$ cat src/hdl/ibmb_ram.sv
// Generic single-write, single-read synchronous RAM with registered read data.
// Stand-alone; no package dependency.
module ibmb_ram #(
    parameter int WIDTH = 8,
    parameter int DEPTH = 16
) (
    input  logic                                   clk,
    input  logic                                   wr_en,
    input  logic [(DEPTH > 1 ? $clog2(DEPTH) : 1)-1:0] wr_addr,
    input  logic [WIDTH-1:0]                       wr_data,
    input  logic                                   rd_en,
    input  logic [(DEPTH > 1 ? $clog2(DEPTH) : 1)-1:0] rd_addr,
    output logic [WIDTH-1:0]                       rd_data
);

    logic [WIDTH-1:0] mem [DEPTH];

    // Write port and registered read port.
    always_ff @(posedge clk)
    begin
        if (wr_en)
        begin
            mem[wr_addr] <= wr_data;
        end
        if (rd_en)
        begin
            rd_data <= mem[rd_addr];
        end
    end

endmodule

$ cat config.mk
export PLATFORM = sky130hd
export DESIGN_NAME = ibmb_ram
export DESIGN_NICKNAME = d
export VERILOG_FILES = /design/src/hdl/ibmb_ram.sv
export SDC_FILE = /design/constraint.sdc
export NUM_CORES = 1
export LEC_CHECK = 0
export BUFFER_PORTS_ARGS = -buffer_cell sky130_fd_sc_hd__buf_2
export CAP_MARGIN = 0
export CORE_MARGIN = 1
export CORE_UTILIZATION = 55
export DETAILED_ROUTE_END_ITERATION = 8
export PLACE_DENSITY = 0.7
export REMOVE_ABC_BUFFERS = 1
export SLEW_MARGIN = 40
export SYNTH_ARGS = -nofsm -noshare
export SYNTH_HDL_FRONTEND = slang
export SYNTH_SLANG_ARGS = --single-unit
$ cat constraint.sdc
create_clock -name clk -period 2.75 [get_ports clk]
set_clock_uncertainty 0.15 [all_clocks]
set_input_delay 0.55 -clock clk [delete_from_list [all_inputs] [get_ports clk]]
set_output_delay 0.55 -clock clk [all_outputs]
set_load 0.005 [all_outputs]
Yosys cells after proc, flatten, opt, wreduce, memory -nomap -nowiden
Memory sizes are Yosys's and may differ from the RTL's. A register that Yosys moved wholly into a read port is not among the register bits.
Index checks and enable logic that the tools add are counted.
{"block": "totals", "ramBits": 128, "register_bits": 0, "output_inout_bits": 8, "mem_bits_ro": 0, "latch_bits": 0, "n_memories": 1}
{"name": "mem", "depth": 16, "width": 8, "rd": 1, "rd_clocked_by_memory_dff": 1, "write_ports": 1, "line_no": "16", "rtl": "logic [WIDTH-1:0] mem [DEPTH];"}
{"block": "op_classes", "order_cmp": 0, "shift": 0, "n_addsub": 0, "n_reduce_logical": 0, "div_mod_pow": 0, "mul": 0, "bitwise": 0, "muxes": 2, "n_eq_ne": 0}
{"op": "$mux 1", "count": 2}

Longest topological paths before layout
Gate-level depths: netlist of run 1.
{"block": "logic_depth", "depth_word": 2, "mapped_depth": 5, "mapped_depth_nobuf": 3}

Least setup slack after synthesis of run 1
No wires, ideal clock.
{"block": "synth_path", "path_type": "input port to flip-flop", "start": "input wr_addr[2] in the netlist's numbering", "end": "memory mem[0][0] (enable)", "t_arrival_ns": 1.660, "path_buffers": 0, "setup_slack_ns": 0.557, "required_ns": 2.217, "cell_stages": 2, "setup_time_ns": 0.383, "cell_sequence": "or3b_2 nor3_1"}
{"item": "start, declared", "line_no": "9", "rtl": "input logic [(DEPTH > 1 ? $clog2(DEPTH) : 1)-1:0] wr_addr,"}
{"item": "end, declared", "line_no": "16"}
Straight into the memory's write port.

==> results of run 1 <==
-- through the flow --
stage	utilization	cells	total power [mW]	hold WS, ns	worst slack (ns)
after global placement	0.605	392	2.60	0.575	0.451
final	0.667	424	4.68	0.266	0.929
after floorplan	-	219	2.48	0.499	0.557
after CTS	0.667	424	4.72	0.241	0.956
after detailed placement	0.605	392	2.60	0.581	0.448
after global routing	0.667	424	4.83	0.236	0.890
-- sequential cells by signal, summed over array words and instances (netlist names) --
| register | cells |
|---|---|
| mem | 128 |
| rd_data | 8 |
-- power groups by stage --
stage / logic [mW] / clock network, mW / registers (mW)
2_1_floorplan: 0.0931 / 0 / 2.39
3_3_place_gp: 0.206 / 0 / 2.39
3_5_place_dp: 0.211 / 0 / 2.39
4_1_cts: 0.212 / 2.16 / 2.35
5_1_grt: 0.227 / 2.25 / 2.35
6_report: 0.207 / 2.12 / 2.35
-- kinds of logic after synthesis --
family	synth area share
flip-flops	0.781
AO/OA/AOI/OAI	0.0230
AND/OR/NAND/NOR	0.0314
buffers and inverters	0.0165
multiplexers	0.148
-- layout by cell type (no fill, tap or decap), drive strengths merged --
master,count
and2b,1
mux4,32
clkinvlp,5
nand2,9
buf,44
nor2,13
or3b,1
nand3,1
nand2b,2
a22oi,16
nor2b,1
inv,3
edfxtp,136
clkinv,4
clkbuf,18
and2,1
bufinv,2
nand3b,2
nor3,4
-- path summary, 6_finish.rpt --
check / start / slack, ns / cells after the start / endpoint
max: rd_addr[0] / 0.93 / 5 / rd_data[1]$_DFFE_PP_
min: rd_en / 0.27 / 1 / rd_data[5]$_DFFE_PP_
max reg2reg: mem[9][1]$_DFFE_PP_ / 1.06 / 3 / rd_data[1]$_DFFE_PP_
min reg2reg: mem[7][2]$_DFFE_PP_ / 0.59 / 3 / rd_data[2]$_DFFE_PP_
-- metal layers --
layer | wire length (um) | up-vias | part of all wire | track usage
met1 | 4240 | 1267 | 0.45 | 0.307
met2 | 4610 | 78 | 0.49 | 0.325
met4 | 115 | 0 | 0.012 | 0.0679
met3 | 452 | 11 | 0.048 | 0.0724
li1 | - | 1089 | - | -
met5 | 0 | - | 0 | 0
-- area by class of cell --
class                           count  area (um^2)
Clock buffer                       18          418
Tap cell                          129          161
Sequential cell                   136         4080
Clock inverter                     14          150
Fill cell                         583         3080
Multi-Input combinational cell     83         1060
Timing Repair Buffer               44          290
==> summary.txt, run 1 <==
Outcome
  • Status: finished, final reports clean

Clocking
  • Root buffer cell: clkbuf_8
  • Total CTS buffers: 17
  • Post_cts resized: 0
  • Clock Path Buffers: 2
  • CTS tree: yes
  • CTS Hold Buffers Added: 0
  • Worst-Skew Late Latency: 0.51 ns
  • Reg clk slew, reported paths: ~0.060 ns
  • # H-tree levels: 4
  • Post-CTS setup buffers: 0
  • Clock Sinks: 136

Placement
  • GP Congestion: around 0.73
  • Post-detail-place hpwl: roughly 5800 um
  • Placed cell area: roughly 0.0056 mm^2
  • Port buffer count: 26

STA
  • Worst Max-Slew Pin Slew: 0.756 ns
  • Final setup fails: 0
  • Final Slew Violations: 0
  • Ratio of final minimum period to clock period: 0.662
  • RSZ-0062 raised after global routing: false
  • Fin Setup TNS: 0 ns
  • Post-layout min period: 1.82 ns
  • Peak Freq: 549 MHz
  • Fin. Hold Viols: 0
  • Slew HR: 0.494

Global routing
  • GR Overflow Total: 0
  • Initial antenna violation count: 0
  • Vias in the first global route: between 2000 and 2500
  • GRT Overall Usage: 0.216
  • First-pass GRT wire length: around 15000 um
  • Largest net degree at the start of global routing: 33

Worst setup path
  • Worst EP arrival: 1.91 ns
  • Worst path slowest cell: mux4_1
  • Setup crit start kind: primary input
  • WP buf/inv: 2
  • Crit-path max cell delay: just under 0.6 ns
  • Critical path data required time: 2.84 ns
  • WS Path Type: primary input to flip-flop
  • CP max FO: 32
  • Top delay family on crit path: multiplexers
  • Crit end category: flip-flop
  • Crit path cell chain: buf_2 > buf_12 > mux4_1 > a22oi_1 > nand2_1

Power and ir drop
  • Internal: ~3.7 mW
  • Gate power share: 0.044
  • Sequential power share: 0.502
  • Worst vdd ir: approximately 460 uV
  • Clock network power share: 0.454
  • Pwr/cell area: 759 mW/mm^2
  • P_sw: around 0.96 mW
  • P_leak: ~2.1 nW
  • Net Sw Frac: 0.205

Cells and area
  • Layout area overhead: 17.9%
  • Design Area, Final: a little over 0.006 mm^2
  • N_diodes: 0
  • Ratio of cells with drive above 1 in the final layout: 0.315
  • Nets: around 300

Synthesis
  • Post-synthesis instance total: around 230
  • Yosys reg bits: between 100 and 150
  • Post-synthesis cell type count: 18
  • Sequential fraction of the synthesis area: 0.781
  • Count leader, synth: edfxtp_1
  • Most area-consuming cells after synthesis: edfxtp_1 78%, mux4_2 7.8%, mux4_1 7.0%, a22oi_1 2.3%, nor2_1 0.93%
  • Dominant synthesized flop cell: edfxtp_1
  • Post-Syn Area: 0.00523 mm^2
  • Post-synth top area cell: edfxtp_1
  • Syn. warnings: 0
  • Top cell type's share of synthesized area: 0.781
  • Post-synth EDFFs: about 140
  • Post-synthesis async set-or-reset flop share: 0
  • Post-synth top cells: 136 x edfxtp_1, 18 x mux4_2, 16 x a22oi_1, 14 x mux4_1, 13 x nor2_1
  • Syn avg cell area: ~23 um^2

Routing
  • Vias per Instance: about 5.8
  • Vias: 2445
  • Routed wire per std cell: roughly 22 um
  • Iteration-0 DRC Markers: around 180
  • Wirelength, routed: 9420 um
  • Drt drc: 0
  • Antenna viol nets, final: 0
  • Pre-Repair DR Iteration Count: 4

Die
  • # IOs: 27
  • Die Ht: around 100 um
  • Die area: slightly below 0.01 mm^2
  • Initial Util: 0.566
  • Site Rows: 35
  • Die width: slightly below 100 um
  • Core ar.: slightly above 0.009 mm^2

Min path
  • Worst min path class: primary input to flip-flop

Run
  • Max-cap viol count: 0
No activity file was read; power rests on OpenSTA's default activity.
==> inputs of run 2 (changes only) <==
clock period = 1.8 ns   (was 2.75 ns; I/O delays follow)
==> run 2 against run 1 <==
  * Sequential share of layout area down 0.65 points
  * Die area unchanged
  * Non-clock buffer count up 7
  * Clock power up 51%
  * Final area up 1.0%
  * Setup slack worse by 0.77 ns
  * Routed wire length up 8.2%
  * Core utilization up 0.66 points
==> summary.txt, run 2 (synthesis results as in run 1) <==
Power and ir drop
  • Internal: 5.67 mW
  • Clock network power share: 0.450
  • Worst vdd ir: a little over 600 uV
  • Total Power: about 7 mW
  • P_leak: about 2.1 nW
  • Sequential power share: 0.503
  • P_sw: roughly 1.5 mW
  • Pwr/cell area: about 1100 mW/mm^2
  • Net Sw Frac: 0.206
  • Gate power share: 0.048

Global routing
  • Vias in the first global route: 2626
  • Largest net degree at the start of global routing: 18
  • GRT Overall Usage: 0.229
  • Initial antenna violation count: 0
  • First-pass GRT wire length: between 15000 and 20000 um
  • GR Overflow Total: 0

Routing
  • Met3 wire len: approximately 440 um
  • Pre-Repair DR Iteration Count: 5
  • Vias per Instance: about 6
  • Wirelength, routed: 10200 um
  • Iteration-0 DRC Markers: between 150 and 200
  • Top Metal Used: met4
  • Wire length on met1: around 4300 um
  • Drt drc: 0
  • Routed wire per std cell: between 20 and 25 um
  • Antenna viol nets, final: 0
  • Vias: about 2500
  • Routed wl met2: ~5200 um

Clocking
  • Post-CTS setup buffers: 0
  • Total CTS buffers: 17
  • CTS Hold Buffers Added: 0
  • Root buffer cell: clkbuf_8
  • Reg clk slew, reported paths: 0.06 ns
  • Clock Path Buffers: 2
  • Worst-Skew Late Latency: 0.52 ns
  • CTS tree: yes
  • # H-tree levels: 4
  • Post_cts resized: 0
  • Clock Sinks: 136

Min path
  • Worst hold path endpoint: rd_data[5]$_DFFE_PP_
  • Worst hold start: rd_en
  • Worst min path class: primary input to flip-flop
  • Hold depth: 1

Die
  • Die Ht: 99.5 um
  • Die area: slightly below 0.01 mm^2
  • Initial Util: 0.566
  • Core ar.: 0.00924 mm^2
  • # IOs: 27
  • Site Rows: 35
  • Die width: just under 100 um

Outcome
  • Status: finished, final reports clean

STA
  • Final setup fails: 0
  • RSZ-0062 raised after global routing: false
  • Min Hold Slack: roughly 0.057 ns
  • Fin. Hold Viols: 0
  • Slew HR: 0.537
  • Ratio of final minimum period to clock period: 0.913
  • Peak Freq: 609 MHz
  • Worst Max-Slew Pin Slew: slightly below 0.7 ns
  • Final Slew Violations: 0
  • Post-layout min period: 1.64 ns

Placement
  • Placed Cells: approximately 400
  • Post-detail-place hpwl: 6080 um
  • GP Congestion: approximately 0.77
  • Port buffer count: 26

Cells and area
  • Commonest non-fill, non-tap cells in the layout: 136 x edfxtp_1, 26 x buf_2, 21 x buf_4, 18 x mux4_2
  • Final core utilization: 0.673
  • Non-Filler Instances: 431
  • Max reg flops: roughly 130
  • Nets: slightly above 300
  • Ratio of cells with drive above 1 in the final layout: 0.328
  • # fillers: 603
  • N_diodes: 0
  • Layout area overhead: 19.0%
  • Biggest regs: mem: 128 flops, rd_data: 8 flops
  • Top reg by flops: mem
  • Commonest non-fill, non-tap cell in the layout: edfxtp_1

Worst setup path
  • WS Path Type: flip-flop to flip-flop
  • Worst R2R End: rd_data[3]$_DFFE_PP_
  • Critical path data required time: 1.92 ns
  • R2r startpoint: mem[9][3]$_DFFE_PP_
  • R2R depth: 3
  • R2R setup slack: 0.16 ns
  • CP max FO: 1
  • Crit end category: flip-flop
  • Worst EP arrival: roughly 1.8 ns
  • Setup crit start kind: flip-flop

Run
  • Max-cap viol count: 0
## run 2: how the worst max path moves through the flow
stage | startpoint | to | slack [ns] | depth (start not counted)
floorplan | wr_addr[2] | mem[0][0]$_DFFE_PP_ | -0.20 | 2
global placement | rd_addr[0] | rd_data[3]$_DFFE_PP_ | -0.26 | 5
detailed placement | rd_addr[0] | rd_data[3]$_DFFE_PP_ | -0.30 | 5
CTS | mem[9][3]$_DFFE_PP_ | rd_data[3]$_DFFE_PP_ | 0.13 | 3
global route | mem[9][3]$_DFFE_PP_ | rd_data[3]$_DFFE_PP_ | 0.06 | 3
finish | mem[9][3]$_DFFE_PP_ | rd_data[3]$_DFFE_PP_ | 0.16 | 3
## run 2: area by class of cell
type / count / area, um^2 / share of cell area
sequential: 136 / 4080 / 0.656
multi-input combinational: 83 / 1060 / 0.170
clock buffer: 18 / 418 / 0.0672
timing repair buffer: 51 / 368 / 0.0591
tap: 129 / 161 / 0.0259
clock inverter: 14 / 134 / 0.0215
## run 2: layer usage
layer / GRT usage / vias to the layer above
met1: 0.303 / 1339
li1: - / 1098
met4: 0.0950 / 0
met3: 0.0632 / 18
met5: 0 / -
met2: 0.364 / 88
## run 2: stage by stage
step	setup TNS (ns)	setup WS (ns)	area [um^2]
2_1_floorplan	-1.62	-0.203	5140
3_3_place_gp	-1.79	-0.261	5670
3_5_place_dp	-2.38	-0.299	5670
4_1_cts	0	0.134	6220
5_1_grt	0	0.0605	6220
6_report	0	0.157	6220
## run 2: worst max-delay path: stages, from the launching register on
cell and delay, ns:
edfxtp_1 0.37, mux4_1 0.52, a22oi_1 0.26, nand2_1 0.09
## run 2: power groups by stage
stage	Combinational, mW	Sequential, mW	Clock, mW
after global routing	0.369	3.59	3.37
after CTS	0.346	3.59	3.25
after detailed placement	0.343	3.65	0
after floorplan	0.142	3.65	0
final	0.342	3.59	3.21
after global placement	0.334	3.65	0
==> inputs of run 3 (changes only) <==
PLACE_DENSITY = 0.73   (was 0.7)
==> run 3 against run 2 <==
  * Largest cell class unchanged
  * Power up 4.4%
  * Flip-flop and latch count unchanged
  * Worst hold slack better by 0.0072 ns
  * Cell count up 2.1%
  * Highest routed layer unchanged
  * Critical endpoint is now rd_data[1]$_DFFE_PP_
  * Global-route usage up 0.14 points
  * Non-clock buffer count up 9
  * Setup slack worse by 0.030 ns
  * Core utilization up 1.2 points
==> summary.txt, run 3 (synthesis results as in run 1) <==
STA
  • Final Slew Violations: 0
  • Worst Max-Slew Pin Slew: 0.730 ns
  • Post-layout min period: roughly 1.7 ns
  • RSZ-0062 raised after global routing: false
  • Fin. Hold Viols: 0
  • Min Hold Slack: between 0.06 and 0.07 ns
  • Ratio of final minimum period to clock period: 0.929
  • Slew HR: 0.512
  • Peak Freq: roughly 600 MHz
  • Fin Setup TNS: 0 ns
  • Final setup fails: 0

Clocking
  • CTS tree: yes
  • Root buffer cell: clkbuf_8
  • Worst-Skew Late Latency: between 0.5 and 0.6 ns
  • Clock Sinks: 136
  • CTS Hold Buffers Added: 0
  • Post-CTS setup buffers: 0
  • Clock Path Buffers: 2
  • Post_cts resized: 0
  • # H-tree levels: 4
  • Reg clk slew, reported paths: ~0.060 ns
  • Total CTS buffers: 17

Worst setup path
  • Crit-path max cell delay: 0.60 ns
  • WS Path Type: flip-flop to flip-flop
  • Critical path data required time: roughly 1.9 ns
  • Crit end category: flip-flop
  • Worst path slowest cell: mux4_1
  • Crit path cell chain: mux4_1 > a22oi_1 > nand2_1
  • Setup crit start kind: flip-flop
  • Worst EP arrival: ~1.8 ns
  • CP max FO: 1
  • R2R depth: 3

Die
  • Die area: approximately 0.0099 mm^2
  • Die Ht: 99.5 um
  • Site Rows: 35
  • Core ar.: about 0.0092 mm^2
  • Initial Util: 0.566
  • # IOs: 27
  • Die width: around 99 um

Cells and area
  • N_diodes: 0
  • Final core utilization: 0.685
  • Ratio of cells with drive above 1 in the final layout: 0.354
  • Top reg by flops: mem
  • Multi-input logic area: between 0.001 and 0.0015 mm^2
  • Sequential Area: approximately 0.0041 mm^2
  • Commonest non-fill, non-tap cells in the layout: 136 x edfxtp_1, 32 x buf_4, 26 x buf_2, 18 x mux4_2
  • Layout area overhead: 21.1%
  • # fillers: 571
  • Non-Filler Instances: 440
  • Biggest regs: mem: 128 flops, rd_data: 8 flops
  • Commonest non-fill, non-tap cell in the layout: edfxtp_1
  • Max reg flops: approximately 130
  • Nets: between 300 and 400

Routing
  • Drt drc: 0
  • Routed wire per std cell: about 23 um
  • Wirelength, routed: between 10000 and 15000 um
  • Iteration-0 DRC Markers: 202
  • Vias: roughly 2500
  • Pre-Repair DR Iteration Count: 4
  • Vias per Instance: 5.79
  • Antenna viol nets, final: 0

Placement
  • Port buffer count: 26
  • Placed Cells: 408
  • Post-detail-place hpwl: between 6000 and 7000 um
  • GP Congestion: 0.745

Global routing
  • First-pass GRT wire length: around 15000 um
  • GRT Overall Usage: 0.230
  • Initial antenna violation count: 0
  • Largest net degree at the start of global routing: 19
  • Vias in the first global route: roughly 2600
  • GR Overflow Total: 0

Power and ir drop
  • Clock network power share: 0.472
  • Pwr/cell area: around 1200 mW/mm^2
  • Sequential power share: 0.481
  • Net Sw Frac: 0.198
  • P_sw: about 1.5 mW
  • Total Power: approximately 7.5 mW
  • P_leak: 2.18 nW
  • Internal: around 6 mW
  • Worst vdd ir: 712 uV
  • Gate power share: 0.047

Min path
  • Worst min path class: primary input to flip-flop
  • Hold depth: 1

Run
  • Max-cap viol count: 0

Outcome
  • Status: finished, final reports clean
==> run 3: changes by cell type in the layout (fill, tap and decap cells not counted), sizes merged <==
cell	change
clkinv	-6
buf	+9
clkbuf	-1
bufinv	+2
clkinvlp	+3
inv	+2
==> run 3: final cells by class <==
cell class | instances | area share
Clock buffer | 17 | 0.0654
Timing Repair Buffer | 60 | 0.0648
Tap cell | 129 | 0.0255
Multi-Input combinational cell | 83 | 0.167
Clock inverter | 15 | 0.0318
Sequential cell | 136 | 0.645
==> run 3: worst max-delay path, delay by kind of cell, from the launching register on <==
family,cells,cell delay [ns]
and+or+nand+nor,1,0.08
muxes,1,0.60
AOI/OAI and AO/OA,1,0.24
DFF,1,0.35
==> run 3: power groups by stage <==
stage                     Clock [mW]  Combinational [mW]  Sequential (mW)
after global routing            3.69               0.377             3.59
after global placement             0               0.341             3.65
after CTS                       3.57               0.353             3.59
after detailed placement           0               0.351             3.65
final                           3.52               0.348             3.59
after floorplan                    0               0.142             3.65
==> run 3: final timing paths <==
path / to / slack [ns] / from
hold / removal: rd_data[1]$_DFFE_PP_ / 0.06 / rd_en
setup reg to reg: rd_data[1]$_DFFE_PP_ / 0.13 / mem[5][1]$_DFFE_PP_
hold reg to reg: rd_data[1]$_DFFE_PP_ / 0.62 / mem[11][1]$_DFFE_PP_
setup / recovery: rd_data[1]$_DFFE_PP_ / 0.13 / mem[5][1]$_DFFE_PP_
==> run 3: routing by layer <==
layer  wire length, um  GRT usage  vias up  part of all wire
met5                 0          0        -                 0
met1              3950      0.325     1282              0.39
met4               218     0.0984        0             0.022
met3               900     0.0562       17             0.089
li1                  -          -     1121                 -
met2              5010      0.349      127              0.50
==> run 3: metrics by stage <==
stage	area [um^2]	setup slack, ns
4_1_cts	6330	0.119
5_1_grt	6330	0.0955
3_3_place_gp	5710	-0.303
6_report	6330	0.127
3_5_place_dp	5710	-0.304
2_1_floorplan	5140	-0.203
